--- src/sv/pwd_pkg.sv ---
package pwd_pkg;

    localparam int ByteW  = 8;
    localparam int FieldW = 29;
    localparam int ValW   = 64;
    localparam int IdxW   = 6;
    localparam int KindW  = 3;
    localparam int CfgW   = 6;

    localparam logic [KindW-1:0] KIND_VARINT  = 3'd0;
    localparam logic [KindW-1:0] KIND_FIX64   = 3'd1;
    localparam logic [KindW-1:0] KIND_HEADER  = 3'd2;
    localparam logic [KindW-1:0] KIND_PAYLOAD = 3'd3;
    localparam logic [KindW-1:0] KIND_FIX32   = 3'd4;
    localparam logic [KindW-1:0] KIND_ERROR   = 3'd5;
    localparam logic [KindW-1:0] KIND_END     = 3'd6;

    localparam logic [ValW-1:0] ERR_BADTYPE  = 64'd0;
    localparam logic [ValW-1:0] ERR_OVERLONG = 64'd1;
    localparam logic [ValW-1:0] ERR_TRUNC    = 64'd2;

    localparam logic [2:0] WT_VARINT = 3'd0;
    localparam logic [2:0] WT_FIX64  = 3'd1;
    localparam logic [2:0] WT_LEN    = 3'd2;
    localparam logic [2:0] WT_FIX32  = 3'd5;

    // classified input byte, passed from front to back
    typedef struct packed {
        logic [6:0]  low7;
        logic        cont;
        logic        last;
    } byte_item_t;

    typedef struct packed {
        logic [KindW-1:0]  kind;
        logic [FieldW-1:0] field_id;
        logic [ValW-1:0]   value;
        logic [IdxW-1:0]   field_index;
        logic              end_of_message;
    } result_t;

endpackage

--- src/sv/pwd_fifo.sv ---
module pwd_fifo #(
    parameter int W     = 8,
    parameter int DEPTH = 2
) (
    input  logic         clk,
    input  logic         rst_n,
    input  logic         wr_en,
    input  logic [W-1:0] wr_data,
    output logic         is_full,
    input  logic         rd_en,
    output logic [W-1:0] rd_data,
    output logic         is_empty
);
    localparam int AW = (DEPTH > 1) ? $clog2(DEPTH) : 1;
    localparam int CW = $clog2(DEPTH + 1);

    logic [W-1:0]  mem_reg [DEPTH];
    logic [AW-1:0] wr_ptr_reg, wr_ptr_next;
    logic [AW-1:0] rd_ptr_reg, rd_ptr_next;
    logic [CW-1:0] count_reg, count_next;
    logic          do_wr, do_rd;

    assign is_full  = (count_reg == CW'(DEPTH));
    assign is_empty = (count_reg == '0);
    assign do_wr    = wr_en && !is_full;
    assign do_rd    = rd_en && !is_empty;
    assign rd_data  = mem_reg[rd_ptr_reg];

    always_comb
    begin
        wr_ptr_next = wr_ptr_reg;
        rd_ptr_next = rd_ptr_reg;
        count_next  = count_reg;
        if (do_wr)
        begin
            wr_ptr_next = (wr_ptr_reg == AW'(DEPTH - 1)) ? '0 : wr_ptr_reg + 1'b1;
        end
        if (do_rd)
        begin
            rd_ptr_next = (rd_ptr_reg == AW'(DEPTH - 1)) ? '0 : rd_ptr_reg + 1'b1;
        end
        if (do_wr && !do_rd)
        begin
            count_next = count_reg + 1'b1;
        end
        else if (do_rd && !do_wr)
        begin
            count_next = count_reg - 1'b1;
        end
    end

    always_ff @(posedge clk or negedge rst_n)
    begin
        if (!rst_n)
        begin
            wr_ptr_reg <= '0;
            rd_ptr_reg <= '0;
            count_reg  <= '0;
        end
        else
        begin
            wr_ptr_reg <= wr_ptr_next;
            rd_ptr_reg <= rd_ptr_next;
            count_reg  <= count_next;
        end
    end

    always_ff @(posedge clk)
    begin
        if (do_wr)
        begin
            mem_reg[wr_ptr_reg] <= wr_data;
        end
    end

endmodule

--- src/sv/pwd_front.sv ---
module pwd_front (
    input  logic                clk,
    input  logic                rst_n,
    input  logic                push,
    input  logic [7:0]          data_byte,
    input  logic                last_byte,
    output logic                full,
    input  logic                take,
    output pwd_pkg::byte_item_t item,
    output logic                item_valid
);
    import pwd_pkg::*;

    byte_item_t in_item;
    logic       q_empty;

    // split the continuation bit off the payload bits up front
    always_comb
    begin
        in_item.low7 = data_byte[6:0];
        in_item.cont = data_byte[7];
        in_item.last = last_byte;
    end

    pwd_fifo #(
        .W     ($bits(byte_item_t)),
        .DEPTH (2)
    ) u_queue (
        .clk      (clk),
        .rst_n    (rst_n),
        .wr_en    (push),
        .wr_data  (in_item),
        .is_full  (full),
        .rd_en    (take),
        .rd_data  (item),
        .is_empty (q_empty)
    );

    assign item_valid = !q_empty;

endmodule

--- src/sv/pwd_back.sv ---
module pwd_back #(
    parameter int LIM = 32
) (
    input  logic                        clk,
    input  logic                        rst_n,
    input  logic [pwd_pkg::CfgW-1:0]    max_fields,
    input  pwd_pkg::byte_item_t         item,
    input  logic                        item_valid,
    output logic                        take,
    input  logic                        pop,
    output pwd_pkg::result_t            res,
    output logic                        empty
);
    import pwd_pkg::*;

    localparam int CntW = (LIM > 1) ? $clog2(LIM + 1) : 1;

    localparam logic [2:0] PH_KEY     = 3'd0;
    localparam logic [2:0] PH_VARINT  = 3'd1;
    localparam logic [2:0] PH_FIX64   = 3'd2;
    localparam logic [2:0] PH_LEN     = 3'd3;
    localparam logic [2:0] PH_PAYLOAD = 3'd4;
    localparam logic [2:0] PH_FIX32   = 3'd5;

    logic [2:0]        phase_reg, phase_next;
    logic [3:0]        step_reg, step_next;
    logic [ValW-1:0]   acc_reg, acc_next;
    logic [FieldW-1:0] cur_field_reg, cur_field_next;
    logic [ValW-1:0]   rem_reg, rem_next;
    logic [CntW-1:0]   done_reg, done_next;
    logic              halted_reg, halted_next;

    logic [CfgW-1:0]   limit;
    logic              ignore;
    logic [3:0]        step_inc;
    logic [6:0]        vshift;
    logic [ValW-1:0]   var_acc;
    logic [ValW-1:0]   fix_acc;
    logic [ValW-1:0]   rem_dec;
    logic [ByteW-1:0]  full_byte;
    logic              emit;
    result_t           out_res;
    logic              res_full;

    assign take      = item_valid && !res_full;
    assign full_byte = {item.cont, item.low7};
    assign limit     = (max_fields < CfgW'(LIM)) ? max_fields : CfgW'(LIM);
    assign ignore    = halted_reg || (phase_reg == PH_KEY && CfgW'(done_reg) >= limit);
    assign step_inc  = step_reg + 4'd1;
    assign vshift    = {step_reg, 3'b000} - {3'b000, step_reg};
    assign var_acc   = acc_reg | (ValW'(item.low7) << vshift);
    assign fix_acc   = acc_reg | (ValW'(full_byte) << {step_reg[2:0], 3'b000});
    assign rem_dec   = rem_reg - 64'd1;

    always_comb
    begin
        phase_next     = phase_reg;
        step_next      = step_reg;
        acc_next       = acc_reg;
        cur_field_next = cur_field_reg;
        rem_next       = rem_reg;
        done_next      = done_reg;
        halted_next    = halted_reg;
        emit           = 1'b0;
        out_res.kind           = KIND_END;
        out_res.value          = '0;
        out_res.field_id       = '0;
        out_res.field_index    = IdxW'(done_reg);
        out_res.end_of_message = item.last;

        if (!ignore)
        begin
            unique case (phase_reg)
                PH_KEY, PH_VARINT, PH_LEN:
                begin
                    if (phase_reg == PH_KEY)
                    begin
                        cur_field_next = '0;
                    end
                    acc_next = var_acc;
                    if (item.cont)
                    begin
                        step_next = step_inc;
                        if (step_inc >= 4'd10)
                        begin
                            emit = 1'b1;
                            out_res.kind  = KIND_ERROR;
                            out_res.value = ERR_OVERLONG;
                            halted_next   = 1'b1;
                        end
                        else if (item.last)
                        begin
                            emit = 1'b1;
                            out_res.kind  = KIND_ERROR;
                            out_res.value = ERR_TRUNC;
                            halted_next   = 1'b1;
                        end
                    end
                    else
                    begin
                        step_next = '0;
                        acc_next  = '0;
                        if (phase_reg == PH_KEY)
                        begin
                            cur_field_next = var_acc[FieldW+2:3];
                            unique case (var_acc[2:0])
                                WT_VARINT: phase_next = PH_VARINT;
                                WT_FIX64:  phase_next = PH_FIX64;
                                WT_LEN:    phase_next = PH_LEN;
                                WT_FIX32:  phase_next = PH_FIX32;
                                default:
                                begin
                                    emit = 1'b1;
                                    out_res.kind  = KIND_ERROR;
                                    out_res.value = ERR_BADTYPE;
                                    halted_next   = 1'b1;
                                end
                            endcase
                            if (!emit && item.last)
                            begin
                                phase_next    = PH_KEY;
                                emit          = 1'b1;
                                out_res.kind  = KIND_ERROR;
                                out_res.value = ERR_TRUNC;
                                halted_next   = 1'b1;
                            end
                        end
                        else if (phase_reg == PH_VARINT)
                        begin
                            emit          = 1'b1;
                            out_res.kind  = KIND_VARINT;
                            out_res.value = var_acc;
                            phase_next    = PH_KEY;
                            done_next     = done_reg + 1'b1;
                            rem_next      = '0;
                        end
                        else
                        begin
                            emit         = 1'b1;
                            out_res.kind = KIND_HEADER;
                            // zero length or length on the final byte closes the field
                            if (item.last || var_acc == '0)
                            begin
                                out_res.value = '0;
                                phase_next    = PH_KEY;
                                done_next     = done_reg + 1'b1;
                                rem_next      = '0;
                            end
                            else
                            begin
                                out_res.value = var_acc;
                                rem_next      = var_acc;
                                phase_next    = PH_PAYLOAD;
                            end
                        end
                    end
                end
                PH_FIX64, PH_FIX32:
                begin
                    acc_next  = fix_acc;
                    step_next = step_inc;
                    if (step_inc >= ((phase_reg == PH_FIX64) ? 4'd8 : 4'd4))
                    begin
                        emit          = 1'b1;
                        out_res.kind  = (phase_reg == PH_FIX64) ? KIND_FIX64 : KIND_FIX32;
                        out_res.value = fix_acc;
                        phase_next    = PH_KEY;
                        step_next     = '0;
                        acc_next      = '0;
                        rem_next      = '0;
                        done_next     = done_reg + 1'b1;
                    end
                    else if (item.last)
                    begin
                        emit          = 1'b1;
                        out_res.kind  = KIND_ERROR;
                        out_res.value = ERR_TRUNC;
                        halted_next   = 1'b1;
                    end
                end
                PH_PAYLOAD:
                begin
                    emit          = 1'b1;
                    out_res.kind  = KIND_PAYLOAD;
                    out_res.value = ValW'(full_byte);
                    rem_next      = rem_dec;
                    if (rem_dec == '0 || item.last)
                    begin
                        phase_next = PH_KEY;
                        step_next  = '0;
                        acc_next   = '0;
                        rem_next   = '0;
                        done_next  = done_reg + 1'b1;
                    end
                end
                default:
                begin
                end
            endcase
        end

        if (emit)
        begin
            out_res.field_id = cur_field_next;
        end

        if (item.last)
        begin
            emit        = 1'b1;
            phase_next  = PH_KEY;
            step_next   = '0;
            acc_next    = '0;
            cur_field_next = '0;
            rem_next    = '0;
            done_next   = '0;
            halted_next = 1'b0;
        end
    end

    always_ff @(posedge clk or negedge rst_n)
    begin
        if (!rst_n)
        begin
            phase_reg     <= PH_KEY;
            step_reg      <= '0;
            acc_reg       <= '0;
            cur_field_reg <= '0;
            rem_reg       <= '0;
            done_reg      <= '0;
            halted_reg    <= 1'b0;
        end
        else if (take)
        begin
            phase_reg     <= phase_next;
            step_reg      <= step_next;
            acc_reg       <= acc_next;
            cur_field_reg <= cur_field_next;
            rem_reg       <= rem_next;
            done_reg      <= done_next;
            halted_reg    <= halted_next;
        end
    end

    pwd_fifo #(
        .W     ($bits(result_t)),
        .DEPTH (2)
    ) u_results (
        .clk      (clk),
        .rst_n    (rst_n),
        .wr_en    (take && emit),
        .wr_data  (out_res),
        .is_full  (res_full),
        .rd_en    (pop),
        .rd_data  (res),
        .is_empty (empty)
    );

endmodule

--- src/sv/protobuf_wire_decoder_unit.sv ---
// Streaming protobuf wire-format decoder. Push one buffer byte per cycle
// (last_byte marks the buffer's final byte); pop decoded field results from
// the result side. A two-entry input queue feeds the parse engine, which
// handles one byte per cycle and writes at most one result per byte into a
// two-entry result queue, so with pop held high the block sustains one byte
// per cycle; a byte waits in the input queue and its result is registered
// in the result queue. The engine stalls only while the result queue is full.
// Fields beyond min(max_fields, MAX_FIELDS), and all bytes after an error,
// are dropped; the final byte of a buffer always yields a result and resets
// the parse state. Write max_fields only while the block is idle.
module protobuf_wire_decoder_unit #(
    parameter int MAX_FIELDS = 32
) (
    input  logic                         clk,
    input  logic                         rst_n,
    input  logic                         push,
    output logic                         full,
    input  logic [pwd_pkg::ByteW-1:0]    data_byte,
    input  logic                         last_byte,
    output logic                         empty,
    input  logic                         pop,
    output logic [pwd_pkg::KindW-1:0]    kind,
    output logic [pwd_pkg::FieldW-1:0]   field_id,
    output logic [pwd_pkg::ValW-1:0]     value,
    output logic [pwd_pkg::IdxW-1:0]     field_index,
    output logic                         end_of_message,
    input  logic                         cfg_wr_en,
    input  logic [pwd_pkg::CfgW-1:0]     cfg_wr_data
);
    import pwd_pkg::*;

    // field count cannot exceed what the 6-bit register can ask for
    localparam int Lim = (MAX_FIELDS < 63) ? MAX_FIELDS : 63;

    logic [CfgW-1:0] max_fields_reg;
    byte_item_t      item;
    logic            item_valid;
    logic            take;
    result_t         res;

    always_ff @(posedge clk or negedge rst_n)
    begin
        if (!rst_n)
        begin
            max_fields_reg <= 6'd32;
        end
        else if (cfg_wr_en)
        begin
            max_fields_reg <= cfg_wr_data;
        end
    end

    pwd_front u_front (
        .clk        (clk),
        .rst_n      (rst_n),
        .push       (push),
        .data_byte  (data_byte),
        .last_byte  (last_byte),
        .full       (full),
        .take       (take),
        .item       (item),
        .item_valid (item_valid)
    );

    pwd_back #(
        .LIM (Lim)
    ) u_back (
        .clk        (clk),
        .rst_n      (rst_n),
        .max_fields (max_fields_reg),
        .item       (item),
        .item_valid (item_valid),
        .take       (take),
        .pop        (pop),
        .res        (res),
        .empty      (empty)
    );

    assign kind           = res.kind;
    assign field_id       = res.field_id;
    assign value          = res.value;
    assign field_index    = res.field_index;
    assign end_of_message = res.end_of_message;

    a_end_has_eom: assert property (@(posedge clk) disable iff (!rst_n)
        (!empty && kind == KIND_END) |-> end_of_message)
        else $error("end-only result without end_of_message");

    a_end_is_blank: assert property (@(posedge clk) disable iff (!rst_n)
        (!empty && kind == KIND_END) |-> (field_id == '0 && value == '0))
        else $error("end-only result carries field data");

    a_index_bound: assert property (@(posedge clk) disable iff (!rst_n)
        !empty |-> (field_index <= IdxW'(Lim)))
        else $error("field_index above field limit");

    a_error_code: assert property (@(posedge clk) disable iff (!rst_n)
        (!empty && kind == KIND_ERROR) |->
            (value == ERR_BADTYPE || value == ERR_OVERLONG || value == ERR_TRUNC))
        else $error("unknown error code");

endmodule

--- config.mk ---
export PLATFORM = sky130hd
export DESIGN_NAME = protobuf_wire_decoder_unit
export DESIGN_NICKNAME = d
export VERILOG_FILES = /design/src/sv/pwd_pkg.sv /design/src/sv/pwd_fifo.sv /design/src/sv/pwd_front.sv /design/src/sv/pwd_back.sv /design/src/sv/protobuf_wire_decoder_unit.sv
export SDC_FILE = /design/constraint.sdc
export NUM_CORES = 1
export LEC_CHECK = 0
export ABC_CLOCK_PERIOD_IN_PS = 9360
export BUFFER_PORTS_ARGS = -buffer_cell sky130_fd_sc_hd__buf_4
export CAP_MARGIN = 20
export CELL_PAD_IN_SITES_DETAIL_PLACEMENT = 0
export CELL_PAD_IN_SITES_GLOBAL_PLACEMENT = 1
export CORE_MARGIN = 1
export CORE_UTILIZATION = 46
export CTS_BUF_LIST = sky130_fd_sc_hd__clkbuf_8
export DETAILED_ROUTE_END_ITERATION = 8
export PLACE_DENSITY_LB_ADDON = 0.1
export SLEW_MARGIN = 10
export SYNTH_ARGS = -nofsm -noshare
export SYNTH_HDL_FRONTEND = slang
export SYNTH_HIERARCHICAL = 1
export SYNTH_SLANG_ARGS = --single-unit
--- constraint.sdc ---
create_clock -name clk -period 9.36 [get_ports clk]
set_clock_uncertainty 0.15 [all_clocks]
set_input_delay 1.404 -clock clk [delete_from_list [all_inputs] [get_ports clk]]
set_output_delay 1.404 -clock clk [all_outputs]
set_load 0.01 [all_outputs]
==> results of run 1 <==
==> worst reg2reg max path, stage by stage, from the launching register on <==
cell	delay, ps
dfrtp_1	920
inv_1	410
ha_1	970
mux2_2	460
mux4_2	610
and2_1	310
a21oi_1	840
o2111ai_1	270
nor4_1	540
and4_1	320
a21o_2	500
buf_4	540
o22ai_1	250
==> kinds of logic (layout without fill, tap and decap cells) <==
group	count (synthesis)	count (layout)
adders and majority gates	17	17
AOI/OAI and AO/OA	761	761
muxes	151	151
DFF	409	409
buffers and inverters	220	364
xor gates and xnor gates	52	52
and+or+nand+nor	609	609
==> path summary, 6_finish.rpt <==
kind,startpoint,to,slack (ps),cells past startpoint
max reg2reg,u_back/step_reg[1],u_back/u_results/mem_reg[0][38],1960,12
max in group asynchronous,rst_n,u_back/acc_reg[47],7030,2
min reg2reg,u_back/cur_field_reg[2],u_back/cur_field_reg[2],360,2
min in group asynchronous,rst_n,u_back/done_reg[1],720,1
min,u_back/cur_field_reg[2],u_back/cur_field_reg[2],360,2
max,u_back/step_reg[1],u_back/u_results/mem_reg[0][38],1960,12
==> synth_stat cells, types with 8 or more instances <==
cell type  instances
a21o_1            20
a21oi_1          201
a22o_1            60
a22oi_1           29
a2bb2oi_1         36
a31oi_1           53
a41oi_1            8
and2_1             9
and3_1            10
buf_1              8
buf_2             24
buf_6              8
clkbuf_1         135
dfrtp_1          184
edfxtp_1         224
ha_1              17
inv_1             38
mux2_2            65
mux2_4            66
mux2i_1           11
nand2_1          192
nand2b_1          14
nand3_1           33
nand4_1           18
nor2_1           157
nor2b_1           14
nor3_1            53
nor4_1            34
o211ai_1           9
o21ai_0          128
o221a_2           16
o22a_1             8
o22ai_1          101
o32ai_1           18
or2_2             10
or3_1             19
or4_1             16
xnor2_1           36
xor2_1            15
==> routing by layer <==
layer | wire length [microns] | GRT usage [%] | vias up
li1 | - | - | 8697
met1 | 39100 | 51.0 | 10200
met2 | 39400 | 52.1 | 1223
met3 | 9650 | 10.1 | 239
met4 | 4290 | 16.2 | 8
met5 | 73 | 0 | -
==> per-stage QoR <==
stage	power, mW	hold slack [ps]	setup WS, ps
2_1_floorplan	7.24	311	294
3_3_place_gp	9.97	336	2430
3_5_place_dp	10.0	346	2300
4_1_cts	11.6	362	2280
5_1_grt	12.3	376	1760
6_report	11.8	359	1960
==> power by group through the flow <==
stage	clock network, mW	registers [mW]	logic [mW]
floorplan	0	3.03	4.21
global placement	0	3.21	6.76
detailed placement	0	3.24	6.78
CTS	1.61	3.21	6.80
global route	1.69	3.28	7.31
finish	1.58	3.22	6.99
==> final cells by class <==
cell class                      instances  area (sq um)
Fill cell                            4478         23200
Sequential cell                       409         11400
Multi-Input combinational cell       1590         10700
Timing Repair Buffer                  193          1470
Clock buffer                           78          1070
Tap cell                              664           831
Clock inverter                         54           270
Inverter                               39           146
==> results.toml, run 1 <==
[status]
status = "finished clean"

[route]
wl_mm = 92.5
ant_nets = 0
viasPerCell = 6.74
drt_iter0_markers = 2690
vias = 20400
wire_per_inst_microns = 30.6
drc = 0
first_pass_iters = 6

[logic_synthesis]
post-synth-top-area-cell = "edfxtp_1"
async_flop_share_pct = 45.2
synth_top_area_share_pct = 29.4
synth_xor_area_share_pct = 2.02
yosys_register_bits = 409
muxShareOfSynthArea_pct = 8.64
syn_area_sq_mm = 0.0229
synth_nets = 2256
synth_top_family_by_area = "compound AO/OA/AOI/OAI gates"
synthTopCellsByArea = "edfxtp_1, dfrtp_1, a21oi_1"
synth_edf_count = 224
syn-instance-count = 2219
synth_compound_area_share_pct = 21.9
avgSynthCellArea_sq_um = 10.3
synth-adder-area-share_pct = 0.928
yosysWarnings = 6
synth_cell_types = 88
synth_ff_type = "edfxtp_1"
yosysSeqAreaShare_pct = 49.6
yosys.area_share.simple_pct = 12.8

[clock_network]
cts-resized-gates = 0
cts.path.max_buffers = 3
cts_tree = "yes"
root_buffer = "clkbuf_8"
clock-sinks = 409
numCtsBuffers = 73
clk_pin_slew_ps = 60
clk-insertion-delay-late_ps = 670
cts_setup_buffers = 0
cts_htree_levels = 3
ctsHoldBuffers = 0

[timing]
setup_viol = 0
finalSetupTns_ps = 0
fin_crit_ps = 7400
hold_viol = 0
maxSlewHeadroom_pct = 19.8
period_share_pct = 79.0
worst_pin_slew_ps = 1200
rsz0062_at_grt = "false"
maxSlewViolCount = 0
max_freq_mhz = 135

[floorplan]
die_h_microns = 225
dieWidth_microns = 225
core-area_sq_mm = 0.0491
dieArea_sq_mm = 0.0507
num_rows = 81
start_util_pct = 46.7
boundaryPins = 125

[setup_path]
critPathMaxFanout = 39
critPathSlowestCell = "ha_1"
startpoint_type = "register"
critical_path_class = "reg2reg"
cp-end-kind = "register"
path_cells = "inv_1 > ha_1 > mux2_2 > mux4_2 > and2_1 > a21oi_1 > o2111ai_1 > nor4_1 > and4_1 > a21o_2 > buf_4 > o22ai_1"
max_stage_delay_ps = 970
cp_top_family = "compound AO/OA/AOI/OAI gates"
cp.required_ps = 9550
crit_arrival_ps = 7590
path_buf_inv = 2

[finish]
syn2layout_area_growth_pct = 12.9
most-common-layout-cells = "edfxtp_1, a21oi_1, nand2_1"
mostFrequentLayoutCell = "edfxtp_1"
largest_register_ffs = 206
final_cell_area_sq_mm = 0.0259
postLayoutCoreUtil_pct = 52.7
fin_nets = 2343
stdcell_count = 3027
drive_gt1_share_pct = 20.4
antenna_cells = 0

[power_and_ir_drop]
power_frac_clock_pct = 13.4
p_int_mw = 5.88
ir_drop_mv = 0.281
seq_power_share_pct = 27.3
combPwrFrac_pct = 59.3
swShare_pct = 50.1
cellPowerDensity_mw_per_mm2 = 456
switchingPower_mw = 5.91
p_leak_nw = 10.4

[placement]
port_buffers = 124
routabilityCongestion = 1.02
post_dp_cell_area_sq_mm = 0.0245
place_inst = 2893
dp_hpwl_mm = 63.9

[hold_path]
hp-class = "reg2reg"

[global_route]
grtUsageTotal_pct = 36.3
grt_pass1_vias = 19000
antenna_found_initial = 4
grt_overflow = 0
grt_pass1_wl_mm = 134
grt_max_degree = 93

[job]
maxCapViolations = 0
(Power assumes the default switching activity.)
==> inputs of run 2 (changes only) <==
Settings changed: ABC_CLOCK_PERIOD_IN_PS 9360 to 6870, CORE_UTILIZATION 46 to 51.
Clock period 9.36 ns to 6.87 ns, I/O delays scaled along.
==> results.toml, run 2 (synthesized netlist as in run 1, its figures left out) <==
[setup_path]
crit_arrival_ps = 6490
startpoint = "u_back/step_reg[1]"
path_cells = "inv_1 > ha_1 > mux2_2 > mux4_2 > and2_1 > a21oi_1 > o2111ai_1 > nor4_1 > and3_1 > a21oi_1 > o211a_2 > buf_4 > a22o_1"
startpoint_type = "register"
critPathMaxFanout = 28
max_stage_delay_ps = 840
critical_path_class = "reg2reg"
reg2reg_depth = 13
r2r_slack_ps = 770
reg2reg_to = "u_back/rem_reg[34]"
cpMostUsedCell = "a21oi_1"
cp-end-kind = "register"
critPathSlowestCell = "a21oi_1"
cp.required_ps = 7260
reg2reg_from = "u_back/step_reg[1]"

[job]
maxCapViolations = 0

[floorplan]
die_h_microns = 214
dieWidth_microns = 214
core-area_sq_mm = 0.0442
num_rows = 77
dieArea_sq_mm = 0.0458
start_util_pct = 51.8
boundaryPins = 125

[clock_network]
ctsHoldBuffers = 0
clk-insertion-delay-late_ps = 680
cts-resized-gates = 0
cts.path.max_buffers = 3
root_buffer = "clkbuf_8"
cts_htree_levels = 3
clock-sinks = 409
numCtsBuffers = 70
cts_setup_buffers = 0
clk_pin_slew_ps = 70
cts_tree = "yes"

[finish]
nFillCells = 3780
largest_register_ffs = 206
mostFrequentLayoutCell = "edfxtp_1"
most-common-layout-cells = "edfxtp_1, buf_4, a21oi_1"
seqCellArea_sq_mm = 0.0114
drive_gt1_share_pct = 21.8
fin_nets = 2371
syn2layout_area_growth_pct = 14.1
multiInputGateArea_sq_mm = 0.0107
stdcell_count = 2984

[placement]
dp_hpwl_mm = 61.5
routabilityCongestion = 1.02
place_inst = 2850
port_buffers = 124

[route]
wl_mm = 88.1
viasPerCell = 6.83
vias = 20400
wire_per_inst_microns = 29.5
drc = 0
first_pass_iters = 6
ant_nets = 0
drt_iter0_markers = 2917

[hold_path]
hp-class = "in2async"

[timing]
maxSlewViolCount = 0
setup_viol = 0
max_freq_mhz = 164
rsz0062_at_grt = "false"
maxSlewHeadroom_pct = 23.2
hold_viol = 0
worst_pin_slew_ps = 1150
finalSetupTns_ps = 0
fin_crit_ps = 6100
period_share_pct = 88.8

[global_route]
grt_max_degree = 86
grt_pass1_wl_mm = 130
grt_overflow = 0
antenna_found_initial = 3
grt_pass1_vias = 19300
grtUsageTotal_pct = 38.1

[power_and_ir_drop]
ir_drop_mv = 0.466
p_total_mw = 16.3
cellPowerDensity_mw_per_mm2 = 622
p_leak_nw = 10.5

[status]
status = "finished clean"
[run 2: area by class of cell]
| type | count | share of cell area [%] |
|---|---|---|
| clock inverter | 48 | 1.09 |
| inverter | 39 | 0.560 |
| clock buffer | 80 | 4.21 |
| sequential | 409 | 43.5 |
| timing repair buffer | 224 | 6.93 |
| tap | 592 | 2.83 |
| antenna | 2 | 0.0191 |
| multi-input combinational | 1590 | 40.9 |
[run 2: worst max-delay path by stage]
stage	cells after the start	endpoint
4_1_cts	13	u_back/rem_reg[34]
3_5_place_dp	13	u_back/rem_reg[21]
2_1_floorplan	21	u_back/u_results/mem_reg[0][0]
3_3_place_gp	13	u_back/rem_reg[22]
5_1_grt	13	u_back/rem_reg[34]
6_report	13	u_back/rem_reg[34]
[run 2: worst max-delay path: cells and delay by family (launching register included)]
family | cells | cell delay (ps)
multiplexers | 2 | 1100
flip-flops | 1 | 370
AO/OA/AOI/OAI | 5 | 1990
AND/OR/NAND/NOR | 3 | 960
adder cells (fa/ha/maj) | 1 | 740
buffers and inverters | 2 | 640
[run 2: routing by layer]
metal / track usage, % / routed length [microns] / part of all wire [%] / vias to the layer above
met1: 54.0 / 36300 / 41 / 10000
met5: 0 / 0 / 0 / -
met3: 12.0 / 10600 / 12 / 296
met2: 51.0 / 35800 / 41 / 1347
met4: 21.5 / 5390 / 6.1 / 0
li1: - / - / - / 8734
[run 2: metrics by stage]
stage                     hold slack [ps]  utilization (%)  instance area, sq um  worst slack (ps)
after floorplan                       322                -                 22900               682
after global placement                336             55.8                 24700               935
after detailed placement              346             55.9                 24700              1030
after CTS                             273             59.0                 26100              1030
after global routing                  286             59.1                 26100               681
final                                 261             59.1                 26100               772
[run 2: report_power, final]
group | internal [mW] | switching (mW) | total [mW]
logic | 3.42 | 6.27 | 9.69
clock network | 1.15 | 1.06 | 2.21
registers | 3.69 | 0.664 | 4.35
total | 8.26 | 7.99 | 16.3
